--- config.mk ---
export PLATFORM = sky130hd
export DESIGN_NAME = rw_lock_upgrade_arbiter_flat
export DESIGN_NICKNAME = d
export VERILOG_FILES = /design/src/rtl/rwl_pkg.sv /design/src/rtl/rwl_req_if.sv /design/src/rtl/rwl_rsp_if.sv /design/src/rtl/rwl_req_reg.sv /design/src/rtl/rwl_lock_core.sv /design/src/rtl/rwl_rsp_reg.sv /design/src/rtl/rw_lock_upgrade_arbiter.sv /design/src/flat_wrapper.sv
export SDC_FILE = /design/constraint.sdc
export NUM_CORES = 1
export LEC_CHECK = 0
export BUFFER_PORTS_ARGS = -buffer_cell sky130_fd_sc_hd__clkbuf_2
export CORE_MARGIN = 2
export CORE_UTILIZATION = 50
export CTS_CLUSTER_SIZE = 40
export DETAILED_ROUTE_END_ITERATION = 8
export PLACE_DENSITY = 0.69
export SYNTH_ARGS = -nofsm -noshare
export SYNTH_HDL_FRONTEND = slang
export SYNTH_SLANG_ARGS = --single-unit
--- constraint.sdc ---
create_clock -name clk -period 8.37 [get_ports clk]
set_input_delay 1.674 -clock clk [delete_from_list [all_inputs] [get_ports clk]]
set_output_delay 1.674 -clock clk [all_outputs]
set_load 0.005 [all_outputs]
--- src/rtl/rwl_pkg.sv ---
// shared types and codes for the reader-writer lock arbiter
`default_nettype none

package rwl_pkg;

	localparam int unsigned TYPE_W = 3;
	localparam int unsigned ID_W   = 8;
	localparam int unsigned RT_W   = 64;
	localparam int unsigned CODE_W = 2;
	localparam int unsigned CNT_W  = 8;

	// request codes
	localparam logic [TYPE_W-1:0] REQ_ACQ_EXCL = 3'd0;
	localparam logic [TYPE_W-1:0] REQ_ACQ_SH   = 3'd1;
	localparam logic [TYPE_W-1:0] REQ_TRY_EXCL = 3'd2;
	localparam logic [TYPE_W-1:0] REQ_TRY_SH   = 3'd3;
	localparam logic [TYPE_W-1:0] REQ_REL_EXCL = 3'd4;
	localparam logic [TYPE_W-1:0] REQ_REL_SH   = 3'd5;

	// status codes
	localparam logic [CODE_W-1:0] ST_GRANT    = 2'd0;
	localparam logic [CODE_W-1:0] ST_WAIT     = 2'd1;
	localparam logic [CODE_W-1:0] ST_RELEASED = 2'd2;
	localparam logic [CODE_W-1:0] ST_ERROR    = 2'd3;

	// wake codes
	localparam logic [CODE_W-1:0] WAKE_NONE = 2'd0;
	localparam logic [CODE_W-1:0] WAKE_ONE  = 2'd1;
	localparam logic [CODE_W-1:0] WAKE_ALL  = 2'd2;

	typedef enum logic [1:0] {
		MODE_FREE    = 2'd0,
		MODE_SHARED  = 2'd1,
		MODE_EXCL    = 2'd2,
		MODE_UPGRADE = 2'd3
	} lock_mode_t;

	typedef struct packed {
		logic [TYPE_W-1:0] req_type;
		logic [ID_W-1:0]   requester_id;
		logic [RT_W-1:0]   requester_runtime;
	} req_t;

	typedef struct packed {
		logic [CODE_W-1:0] status;
		logic [CODE_W-1:0] wake_kind;
		logic [ID_W-1:0]   wake_id;
		logic [CODE_W-1:0] lock_state_now;
		logic [CNT_W-1:0]  sharers_now;
	} rsp_t;

endpackage

`default_nettype wire

--- src/rtl/rwl_req_if.sv ---
// request channel: valid/ready with request payload
`default_nettype none

interface rwl_req_if;
	logic                          valid;
	logic                          ready;
	logic [rwl_pkg::TYPE_W-1:0]    req_type;
	logic [rwl_pkg::ID_W-1:0]      requester_id;
	logic [rwl_pkg::RT_W-1:0]      requester_runtime;

	modport source (output valid, req_type, requester_id, requester_runtime, input ready);
	modport sink (input valid, req_type, requester_id, requester_runtime, output ready);
endinterface

`default_nettype wire

--- src/rtl/rwl_rsp_if.sv ---
// response channel: valid/ready with result payload
`default_nettype none

interface rwl_rsp_if;
	logic                          valid;
	logic                          ready;
	logic [rwl_pkg::CODE_W-1:0]    status;
	logic [rwl_pkg::CODE_W-1:0]    wake_kind;
	logic [rwl_pkg::ID_W-1:0]      wake_id;
	logic [rwl_pkg::CODE_W-1:0]    lock_state_now;
	logic [rwl_pkg::CNT_W-1:0]     sharers_now;

	modport source (output valid, status, wake_kind, wake_id, lock_state_now, sharers_now,
		input ready);
	modport sink (input valid, status, wake_kind, wake_id, lock_state_now, sharers_now,
		output ready);
endinterface

`default_nettype wire

--- src/rtl/rwl_req_reg.sv ---
// input stage register for lock requests
`default_nettype none

module rwl_req_reg (
	input  wire logic          clk,
	input  wire logic          arst_n,
	rwl_req_if.sink            req,
	input  wire logic          advance,
	output rwl_pkg::req_t      req_s1,
	output logic               valid_s1
);

	rwl_pkg::req_t req_data_s1;
	logic          req_valid_s1;

	assign req.ready = !req_valid_s1 || advance;

	always_ff @(posedge clk or negedge arst_n) begin
		if (!arst_n) begin
			req_valid_s1 <= 1'b0;
		end else if (req.ready) begin
			req_valid_s1 <= req.valid;
		end
	end

	always_ff @(posedge clk) begin
		if (req.valid && req.ready) begin
			req_data_s1.req_type          <= req.req_type;
			req_data_s1.requester_id      <= req.requester_id;
			req_data_s1.requester_runtime <= req.requester_runtime;
		end
	end

	assign req_s1   = req_data_s1;
	assign valid_s1 = req_valid_s1;

endmodule

`default_nettype wire

--- src/rtl/rwl_lock_core.sv ---
// lock state registers and per-request decision logic
`default_nettype none

module rwl_lock_core #(
	parameter int unsigned ID_BITS     = 8,
	parameter int unsigned MAX_SHARERS = 255
) (
	input  wire logic          clk,
	input  wire logic          arst_n,
	input  wire rwl_pkg::req_t req,
	input  wire logic          fire,
	output rwl_pkg::rsp_t      rsp
);

	localparam int unsigned CW = (MAX_SHARERS < 2) ? 1 : $clog2(MAX_SHARERS + 1);
	localparam logic [CW-1:0] MAX_CNT = CW'(MAX_SHARERS);
	localparam logic [CW-1:0] ONE_CNT = CW'(1);
	localparam logic [rwl_pkg::ID_W-1:0] ID_MASK = (ID_BITS >= rwl_pkg::ID_W) ?
		{rwl_pkg::ID_W{1'b1}} : rwl_pkg::ID_W'((1 << ID_BITS) - 1);

	rwl_pkg::lock_mode_t           mode_q, mode_d;
	logic [CW-1:0]                 cnt_q, cnt_d;
	logic [rwl_pkg::ID_W-1:0]      hid_q, hid_d;
	logic [rwl_pkg::RT_W-1:0]      hrt_q, hrt_d;
	logic [rwl_pkg::ID_W-1:0]      id;
	logic [rwl_pkg::RT_W-1:0]      rt;
	logic [CW+rwl_pkg::CNT_W-1:0]  cnt_ext;

	assign id = req.requester_id & ID_MASK;
	assign rt = req.requester_runtime;

	always_comb begin
		mode_d = mode_q;
		cnt_d  = cnt_q;
		hid_d  = hid_q;
		hrt_d  = hrt_q;
		rsp.status    = rwl_pkg::ST_ERROR;
		rsp.wake_kind = rwl_pkg::WAKE_NONE;
		rsp.wake_id   = '0;
		case (req.req_type)
			rwl_pkg::REQ_ACQ_EXCL: begin
				if (mode_q == rwl_pkg::MODE_FREE) begin
					mode_d = rwl_pkg::MODE_EXCL;
					hid_d  = id;
					hrt_d  = rt;
					rsp.status = rwl_pkg::ST_GRANT;
				end else begin
					// record the upgrader, lowest runtime wins
					if (mode_q == rwl_pkg::MODE_SHARED) begin
						mode_d = rwl_pkg::MODE_UPGRADE;
						hid_d  = id;
						hrt_d  = rt;
					end else if (mode_q == rwl_pkg::MODE_UPGRADE && rt < hrt_q) begin
						hid_d = id;
						hrt_d = rt;
					end
					rsp.status = rwl_pkg::ST_WAIT;
				end
			end
			rwl_pkg::REQ_TRY_EXCL: begin
				if (mode_q == rwl_pkg::MODE_FREE) begin
					mode_d = rwl_pkg::MODE_EXCL;
					hid_d  = id;
					hrt_d  = rt;
					rsp.status = rwl_pkg::ST_GRANT;
				end else begin
					rsp.status = rwl_pkg::ST_WAIT;
				end
			end
			rwl_pkg::REQ_ACQ_SH, rwl_pkg::REQ_TRY_SH: begin
				if (mode_q == rwl_pkg::MODE_EXCL) begin
					rsp.status = rwl_pkg::ST_WAIT;
				end else if (mode_q == rwl_pkg::MODE_UPGRADE && rt > hrt_q) begin
					rsp.status = rwl_pkg::ST_WAIT;
				end else if (cnt_q >= MAX_CNT) begin
					rsp.status = rwl_pkg::ST_ERROR;
				end else begin
					cnt_d = cnt_q + ONE_CNT;
					if (mode_q != rwl_pkg::MODE_UPGRADE) begin
						mode_d = rwl_pkg::MODE_SHARED;
					end
					rsp.status = rwl_pkg::ST_GRANT;
				end
			end
			rwl_pkg::REQ_REL_EXCL: begin
				if (mode_q == rwl_pkg::MODE_EXCL && hid_q == id) begin
					mode_d = rwl_pkg::MODE_FREE;
					hid_d  = '0;
					hrt_d  = '0;
					rsp.status    = rwl_pkg::ST_RELEASED;
					rsp.wake_kind = rwl_pkg::WAKE_ALL;
				end
			end
			rwl_pkg::REQ_REL_SH: begin
				if (cnt_q != '0 &&
					(mode_q == rwl_pkg::MODE_SHARED || mode_q == rwl_pkg::MODE_UPGRADE)) begin
					cnt_d = cnt_q - ONE_CNT;
					rsp.status = rwl_pkg::ST_RELEASED;
					// last sharer out frees the lock
					if (cnt_q == ONE_CNT) begin
						if (mode_q == rwl_pkg::MODE_UPGRADE) begin
							rsp.wake_kind = rwl_pkg::WAKE_ONE;
							rsp.wake_id   = hid_q;
						end else begin
							rsp.wake_kind = rwl_pkg::WAKE_ALL;
						end
						mode_d = rwl_pkg::MODE_FREE;
						hid_d  = '0;
						hrt_d  = '0;
					end
				end
			end
			default: begin
				rsp.status = rwl_pkg::ST_ERROR;
			end
		endcase
		cnt_ext = {{rwl_pkg::CNT_W{1'b0}}, cnt_d};
		rsp.lock_state_now = mode_d;
		rsp.sharers_now    = cnt_ext[rwl_pkg::CNT_W-1:0];
	end

	always_ff @(posedge clk or negedge arst_n) begin
		if (!arst_n) begin
			mode_q <= rwl_pkg::MODE_FREE;
			cnt_q  <= '0;
			hid_q  <= '0;
			hrt_q  <= '0;
		end else if (fire) begin
			mode_q <= mode_d;
			cnt_q  <= cnt_d;
			hid_q  <= hid_d;
			hrt_q  <= hrt_d;
		end
	end

endmodule

`default_nettype wire

--- src/rtl/rwl_rsp_reg.sv ---
// result register driving the response channel
`default_nettype none

module rwl_rsp_reg (
	input  wire logic          clk,
	input  wire logic          arst_n,
	input  wire rwl_pkg::rsp_t rsp_in,
	input  wire logic          in_valid,
	output logic               in_ready,
	rwl_rsp_if.source          rsp
);

	rwl_pkg::rsp_t rsp_data_s2;
	logic          rsp_valid_s2;

	assign in_ready = !rsp_valid_s2 || rsp.ready;

	always_ff @(posedge clk or negedge arst_n) begin
		if (!arst_n) begin
			rsp_valid_s2 <= 1'b0;
		end else if (in_ready) begin
			rsp_valid_s2 <= in_valid;
		end
	end

	always_ff @(posedge clk) begin
		if (in_valid && in_ready) begin
			rsp_data_s2 <= rsp_in;
		end
	end

	assign rsp.valid          = rsp_valid_s2;
	assign rsp.status         = rsp_data_s2.status;
	assign rsp.wake_kind      = rsp_data_s2.wake_kind;
	assign rsp.wake_id        = rsp_data_s2.wake_id;
	assign rsp.lock_state_now = rsp_data_s2.lock_state_now;
	assign rsp.sharers_now    = rsp_data_s2.sharers_now;

endmodule

`default_nettype wire

--- src/rtl/rw_lock_upgrade_arbiter.sv ---
// top level of the reader-writer lock arbiter with upgrade and writer priority
//
// usage: lock requests come in on the req channel (valid/ready, one request per
// transfer: type, requester id, virtual runtime). every request yields exactly one
// result on the rsp channel: status, wake kind and id, lock mode and sharer count
// after the request.
// a request is captured in an input register, decided against the lock state by
// one compare-and-update pass, and its result is written to the output register.
// throughput is one request per cycle while the output register is empty or
// rsp.ready is high; the lock state register is the only feedback and it updates
// in the same cycle a request moves to the output.
// when rsp.ready is low the output register holds its result, the request in the
// input register waits, and req.ready drops once both registers are full; it
// returns in the cycle the result is taken.
// reset (arst_n low) empties both registers and puts the lock into free mode
// with no sharers and no recorded holder.
`default_nettype none

module rw_lock_upgrade_arbiter #(
	parameter int unsigned ID_BITS     = 8,
	parameter int unsigned MAX_SHARERS = 255
) (
	input  wire logic   clk,
	input  wire logic   arst_n,
	rwl_req_if.sink     req,
	rwl_rsp_if.source   rsp
);

	rwl_pkg::req_t req_s1;
	rwl_pkg::rsp_t core_rsp;
	logic          valid_s1;
	logic          out_ready;
	logic          fire;

	assign fire = valid_s1 && out_ready;

	rwl_req_reg u_req_reg (
		.clk      (clk),
		.arst_n   (arst_n),
		.req      (req),
		.advance  (fire),
		.req_s1   (req_s1),
		.valid_s1 (valid_s1)
	);

	rwl_lock_core #(
		.ID_BITS     (ID_BITS),
		.MAX_SHARERS (MAX_SHARERS)
	) u_lock_core (
		.clk    (clk),
		.arst_n (arst_n),
		.req    (req_s1),
		.fire   (fire),
		.rsp    (core_rsp)
	);

	rwl_rsp_reg u_rsp_reg (
		.clk      (clk),
		.arst_n   (arst_n),
		.rsp_in   (core_rsp),
		.in_valid (valid_s1),
		.in_ready (out_ready),
		.rsp      (rsp)
	);

endmodule

`default_nettype wire
--- src/flat_wrapper.sv ---
// flat-port wrapper written by rule: the top's interface ports become plain ports
module rw_lock_upgrade_arbiter_flat 
#(
	parameter int unsigned ID_BITS     = 8,
	parameter int unsigned MAX_SHARERS = 255
)
  (clk, arst_n, req_valid, req_req_type, req_requester_id, req_requester_runtime, req_ready, rsp_valid, rsp_status, rsp_wake_kind, rsp_wake_id, rsp_lock_state_now, rsp_sharers_now, rsp_ready);
  rwl_req_if req_i ();
  rwl_rsp_if rsp_i ();
  input  wire logic clk;
  input  wire logic arst_n;
  input wire logic [$bits(req_i.valid)-1:0] req_valid;
  input wire logic [$bits(req_i.req_type)-1:0] req_req_type;
  input wire logic [$bits(req_i.requester_id)-1:0] req_requester_id;
  input wire logic [$bits(req_i.requester_runtime)-1:0] req_requester_runtime;
  output wire logic [$bits(req_i.ready)-1:0] req_ready;
  output wire logic [$bits(rsp_i.valid)-1:0] rsp_valid;
  output wire logic [$bits(rsp_i.status)-1:0] rsp_status;
  output wire logic [$bits(rsp_i.wake_kind)-1:0] rsp_wake_kind;
  output wire logic [$bits(rsp_i.wake_id)-1:0] rsp_wake_id;
  output wire logic [$bits(rsp_i.lock_state_now)-1:0] rsp_lock_state_now;
  output wire logic [$bits(rsp_i.sharers_now)-1:0] rsp_sharers_now;
  input wire logic [$bits(rsp_i.ready)-1:0] rsp_ready;
  assign req_i.valid = req_valid;
  assign req_i.req_type = req_req_type;
  assign req_i.requester_id = req_requester_id;
  assign req_i.requester_runtime = req_requester_runtime;
  assign req_ready = req_i.ready;
  assign rsp_valid = rsp_i.valid;
  assign rsp_status = rsp_i.status;
  assign rsp_wake_kind = rsp_i.wake_kind;
  assign rsp_wake_id = rsp_i.wake_id;
  assign rsp_lock_state_now = rsp_i.lock_state_now;
  assign rsp_sharers_now = rsp_i.sharers_now;
  assign rsp_i.ready = rsp_ready;
  rw_lock_upgrade_arbiter #(.ID_BITS(ID_BITS), .MAX_SHARERS(MAX_SHARERS)) u_core (.clk(clk), .arst_n(arst_n), .req(req_i), .rsp(rsp_i));
endmodule
==> results of run 1 <==
==> power by group through the flow <==
stage	clock [mW]	combinational [mW]	sequential [mW]
after CTS	0.764	0.688	1.28
final	0.747	0.678	1.28
after global placement	0	0.656	1.28
after floorplan	0	0.541	1.24
after global routing	0.796	0.812	1.30
after detailed placement	0	0.682	1.29
==> final cells by class <==
type | count | area (µm²)
Clock buffer | 19 | 443
Multi-Input combinational cell | 538 | 3340
Clock inverter | 13 | 108
Fill cell | 1465 | 7220
Inverter | 75 | 282
Sequential cell | 181 | 5010
Timing Repair Buffer | 107 | 551
Tap cell | 225 | 282
==> state kept, by name (all words and copies together), names as in the netlist <==
signal	flops
u_core.u_lock_core.cnt_q	8
u_core.u_lock_core.hid_q	8
u_core.u_lock_core.hrt_q	64
u_core.u_lock_core.mode_q	2
u_core.u_req_reg.req_s1	75
u_core.u_req_reg.valid_s1	1
u_core.u_rsp_reg.rsp.lock_state_now	2
u_core.u_rsp_reg.rsp.sharers_now	8
u_core.u_rsp_reg.rsp.status	2
u_core.u_rsp_reg.rsp.valid	1
u_core.u_rsp_reg.rsp.wake_id	8
u_core.u_rsp_reg.rsp.wake_kind	2
==> per-stage QoR <==
stage,area [µm²],worst slack (ps),utilization,hold slack (ps)
3_5_place_dp,9470,4610,0.549,470
6_report,10000,4610,0.581,478
3_3_place_gp,9470,4640,0.549,461
5_1_grt,10000,4540,0.581,495
2_1_floorplan,8790,4330,-,450
4_1_cts,10000,4610,0.581,484
==> path summary, 6_finish.rpt <==
kind / endpoint / slack, ps / depth (start not counted) / startpoint
hold / removal: u_core.u_lock_core.hrt_q[33]$_DFFE_PN0P_ / 480 / 2 / u_core.u_lock_core.hrt_q[33]$_DFFE_PN0P_
min in group asynchronous: u_core.u_lock_core.hrt_q[6]$_DFFE_PN0P_ / 1200 / 1 / arst_n
max in group asynchronous: u_core.u_lock_core.hrt_q[59]$_DFFE_PN0P_ / 6120 / 2 / arst_n
setup reg to reg: u_core.u_lock_core.cnt_q[4]$_DFFE_PN0P_ / 4920 / 8 / u_core.u_req_reg.req_s1[62]$_DFFE_PP_
hold reg to reg: u_core.u_lock_core.hrt_q[33]$_DFFE_PN0P_ / 480 / 2 / u_core.u_lock_core.hrt_q[33]$_DFFE_PN0P_
setup / recovery: req_ready / 4610 / 3 / rsp_ready
==> cell usage after synthesis (all sizes together) (8+ instances only) <==
master,number
clkbuf,25
a22o,10
ha,67
nand3,17
nor4,8
xor2,9
dfrtp,84
buf,11
nand4,16
edfxtp,97
inv,75
nand2,171
and2,9
nor3,10
a21oi,38
nor2,16
o21ai,92
==> worst reg2reg max path, cell delays in order (launching register included) <==
cell      delay (ps)
edfxtp_1         410
ha_1             340
nand4_1          160
nor4_2           490
nand4_1          220
o21ai_0          620
o21ai_1          460
or4_1            610
nand3_1           80
==> cells by family (layout without fill, tap and decap cells) <==
| logic type | count (synthesis) | count (layout) | share of synthesized area |
|---|---|---|---|
| flip-flops | 181 | 181 | 0.570 |
| buffers and inverters | 111 | 214 | 0.0507 |
| adder cells (fa/ha/maj) | 67 | 67 | 0.0953 |
| XOR/XNOR | 14 | 14 | 0.0139 |
| AND/OR/NAND/NOR | 272 | 272 | 0.142 |
| multiplexers | 2 | 2 | 0.00228 |
| AO/OA/AOI/OAI | 183 | 183 | 0.125 |
==> metal layers <==
layer	part of all wire	vias to the layer above
met1	0.45	2832
met2	0.49	121
met3	0.044	16
met5	0	-
li1	-	3100
met4	0.012	0
==> impl_results.md, run 1 <==
* Outcome: complete, no violations
* CTS resizes at 0
* CP Capture Type: output port
* Critical Path Start Type: primary input
* Share of cells above drive strength 1 at 0.159
* # port buffers at 102
* Clock buffer depth at 2
* Post-synth top area share at 0.331
* All-Layer GR Usage at 0.193
* Internal power at 1.84 mW
* Core Area at ~17,000 µm²
* Critical Setup Path Class: primary input to output port
* GRT met3 Usage at 0.0348
* Hold Path Class: flip-flop to flip-flop
* Via count of the first global-routing pass at around 5,900
* Number of post-CTS setup repair buffers at 0
* Slowest-stage cell, CP: nand3b_1
* Cts hold-fix bufs at 0
* Switch share at 0.317
* Synth area leaders: edfxtp_1, dfrtp_1, ha_1, nand2_1, o21ai_0
* Clock Sinks at between 150 and 200
* M1 GR Usage at 0.254
* Clock share of power at 0.277
* CP required at between 6000 and 7000 ps
* Power per Cell Area at around 270 nW/µm²
* Worst Max-Slew Pin Slew at about 1100 ps
* Clk pin slew, worst setup/hold paths at 60 ps
* GPL Wtd Cong at between 0.8 and 0.9
* CP max FO at 3
* Sequential area share after synthesis at 0.570
* Number of antenna violations at the first check in global routing at 0
* CTS tree: yes
* Clock latency on the worst-skew pair at 420 ps
* Routed via count at approximately 6,100
* Dpl cells at roughly 1,100
* Warnings, synthesis at 0
* Initial DRC Count at ~380
* Initial core utilization at 0.510
* Post-DP HPWL at ~11,000 µm
* Fin. max-slew vios at 0
* TNS Setup at 0 ps
* Period Utilization, post-route at 0.449
* Die width at around 140 µm
* Global-route wire length before repair at roughly 28,000 µm
* Avg Inst Size Synth at 10.6 µm²
* Worst path buffer plus inverter count at 2
* Psw at ~850 µW
* Crit-path leading delay family: buffers and inverters
* Mapped Cells at 830
* NumNets Final at 1,066
* Dominant synthesized flop cell: edfxtp_1
* FF+latch count, synth at roughly 180
* # setup viols final at 0
* Htree depth at 4
* Commonest non-fill, non-tap cell in the layout: nand2_1
* Total congestion overflow at 0
* Post-synth EDFFs at 97
* TritonCTS Buffers at 17
* WL final at approximately 16,000 µm
* Tot Pwr at between 2 and 3 mW
* Yosys top cell by area: edfxtp_1
* Max-cap violation count at 0
* Met2 Resource Use GR at 0.324
* Flop pwr share at 0.472
* Final Skew at 7.55 ps
* Grt peak-use layer: met2
* Max Fclk at between 0.2 and 0.3 GHz
* Final Hold Vio Count at 0
* Pleak at around 4.4 nW
* Layout Cells excl Fill at roughly 1,200
* Critical Path AT at between 2000 and 2500 ps
* DRT Pass-1 Iters at 4
* CP cell instances: clkbuf_2 -> nand3b_1 -> clkbuf_2
* CTS Root Cell: clkbuf_16
* Mapped Area at around 8800 µm²
* Worst rel slew slack at 0.232
* Via-to-Cell Ratio at between 5 and 6
* Synth Net Count at 976
* Comb power frac at 0.251
* Routed WL per cell at about 14 µm
* Pin count of the biggest net entering global routing at 82
* Diode count at 0
* Vert. Die Dim at roughly 140 µm
* Detail Route Antenna Nets at 0
* Layout area overhead at 13.9%
* IO Pins at ~100
* Rows at 48
* Commonest cells after routing, fill and taps aside: nand2_1, clkbuf_2, edfxtp_1
* Async set-reset flop share out of synthesis at 0.464
* Largest stage delay, worst path at between 150 and 200 ps
* Maximum vdd drop at 143 µV
* RSZ-0062 raised after global routing: false
* Library cells used by synthesis at between 50 and 60
* Worst path most repeated cell: clkbuf_2
* Final Critical Period at ~3800 ps
* DRC at 0
* Die ar. at between 15,000 and 20,000 µm²
(Power assumes the default switching activity.)
==> run 2: changes to the inputs <==
Clock period 8.37 ns to 3.7 ns, I/O delays scaled along.
==> run 2 against run 1 <==
Non-clock buffer count rose by 6; combinational power rose by 130%; utilization is 0.54 points higher; register-to-register slack worse by 4600 ps; via count is 0.76% higher; sequential cell count did not move; setup slack lost 4300 ps; final cell count is 0.52% higher; clock-buffer cell count grew 4; clock power is 140% higher.
==> impl_results.md, run 2 (same netlist as run 1, synthesis figures left out) <==
* Outcome: complete, no violations
* Number of post-CTS setup repair buffers at 0
* Power per Cell Area at 619 nW/µm²
* WL final at ~17,000 µm
* Worst Max-Slew Pin Slew at 1130 ps
* GPL Wtd Cong at 0.881
* Layout area overhead at 15.0%
* Max-cap violation count at 0
* Pleak at ~4.5 nW
* Period Utilization, post-route at 0.910
* DRT Pass-1 Iters at 5
* TNS Setup at 0 ps
* Initial core utilization at 0.510
* Diode count at 0
* Die width at 137 µm
* Layout Cells excl Fill at about 1,200
* Maximum vdd drop at 363 µV
* Hold Path Class: primary input to asynchronous set/reset pin
* Final Hold Vio Count at 0
* All-Layer GR Usage at 0.194
* Commonest non-fill, non-tap cell in the layout: nand2_1
* Number of antenna violations at the first check in global routing at 0
* Core Area at 17,200 µm²
* Post-DP HPWL at about 12,000 µm
* Final Util at 0.587
* Final Critical Period at roughly 3400 ps
* Clk pin slew, worst setup/hold paths at 60 ps
* Total congestion overflow at 0
* Global-route wire length before repair at roughly 28,000 µm
* Fin. max-slew vios at 0
* Cts hold-fix bufs at 0
* Hold WS at just under 400 ps
* CP Capture Type: flip-flop
* # port buffers at 102
* Worst rel slew slack at 0.243
* Critical Setup Path Class: flip-flop to flip-flop
* Routed via count at 6,115
* Rows at 48
* NumNets Final at 1,072
* Vert. Die Dim at around 140 µm
* Dpl cells at about 1,100
* Commonest cells after routing, fill and taps aside: nand2_1, clkbuf_2, edfxtp_1
* Share of cells above drive strength 1 at 0.162
* Largest register FFs at 75
* CP required at around 3800 ps
* Post-placement cell area at 9520 µm²
* Max Fclk at 0.297 GHz
* Clock latency on the worst-skew pair at 420 ps
* # setup viols final at 0
* Initial DRC Count at between 300 and 400
* Die ar. at 18,700 µm²
* Clock Sinks at about 180
* CTS tree: yes
* Final Skew at 9.34 ps
* TritonCTS Buffers at 17
* IO Pins at roughly 100
* RSZ-0062 raised after global routing: false
* Routed WL per cell at around 15 µm
* Reg2reg setup slack at between 300 and 400 ps
* Critical Path Start Type: flip-flop
* Htree depth at 4
* Reg2Reg Depth at 9
* DRC at 0
* Clock buffer depth at 2
* CP max FO at 11
* Finished Cell Area at about 10,000 µm²
* Fill count at 1,409
* Via count of the first global-routing pass at between 5,000 and 6,000
* Detail Route Antenna Nets at 0
* CTS Root Cell: clkbuf_16
* Pin count of the biggest net entering global routing at 90
* Critical Path AT at 3490 ps
* Via-to-Cell Ratio at ~5.3
-- run 2: cell count changes in the layout (fill, tap and decap cells not counted) --
| cell | delta |
|---|---|
| buf_12 | +1 |
| buf_4 | +5 |
| bufinv_16 | +2 |
| clkbuf_1 | +4 |
| clkinv_1 | -2 |
| clkinv_2 | -1 |
| clkinv_4 | -1 |
| inv_6 | -2 |
-- run 2: area by class of cell --
cell class | count | area, µm² | area share
Sequential cell | 181 | 5010 | 0.496
Multi-Input combinational cell | 538 | 3340 | 0.330
Timing Repair Buffer | 113 | 608 | 0.0601
Clock buffer | 23 | 458 | 0.0453
Inverter | 75 | 282 | 0.0278
Tap cell | 225 | 282 | 0.0278
Clock inverter | 9 | 129 | 0.0127
-- run 2: stage by stage --
stage / worst slack, ps / power [mW]
global placement: 472 / 4.43
global route: 58.0 / 6.71
detailed placement: 344 / 4.49
finish: 334 / 6.26
CTS: 303 / 6.32
floorplan: 590 / 4.04
-- run 2: worst max-delay path, cell delays in order, from the launching register on --
cell	delay, ps
edfxtp_1	400
ha_1	320
a21oi_1	230
o21ai_0	160
o311ai_1	360
o2111ai_1	270
nor4_4	530
o21ai_1	370
a21oi_1	290
o221ai_1	150
-- run 2: what timing repair did --
item | 4_1_cts | 5_1_grt
endpoints found under the hold margin | 0 | 0
endpoints found under the setup margin | 0 | 1
resized for setup | 0 | 0
-- run 2: layer usage --
metal,track usage,up-vias,share of wire
met5,0,-,0
met4,0.0556,0,0.015
met3,0.0485,23,0.052
met2,0.319,161,0.48
met1,0.256,2819,0.46
li1,-,3112,-
-- run 2: final timing paths --
kind | start | endpoint
max | u_core.u_req_reg.req_s1[55]$_DFFE_PP_ | u_core.u_rsp_reg.rsp.sharers_now[1]$_DFFE_PP_
max in group asynchronous | arst_n | u_core.u_req_reg.valid_s1$_DFFE_PN0N_
min in group clk | u_core.u_lock_core.hrt_q[35]$_DFFE_PN0P_ | u_core.u_lock_core.hrt_q[35]$_DFFE_PN0P_
max reg2reg | u_core.u_req_reg.req_s1[55]$_DFFE_PP_ | u_core.u_rsp_reg.rsp.sharers_now[1]$_DFFE_PP_
min reg2reg | u_core.u_lock_core.hrt_q[35]$_DFFE_PN0P_ | u_core.u_lock_core.hrt_q[35]$_DFFE_PN0P_
min | arst_n | u_core.u_lock_core.hrt_q[10]$_DFFE_PN0P_
-- run 2: report_power, final --
group	internal (mW)	switching (mW)	leakage [nW]	total, mW
sequential	2.59	0.294	2.00	2.88
clock	1.08	0.729	0.271	1.81
combinational	0.665	0.908	2.22	1.57
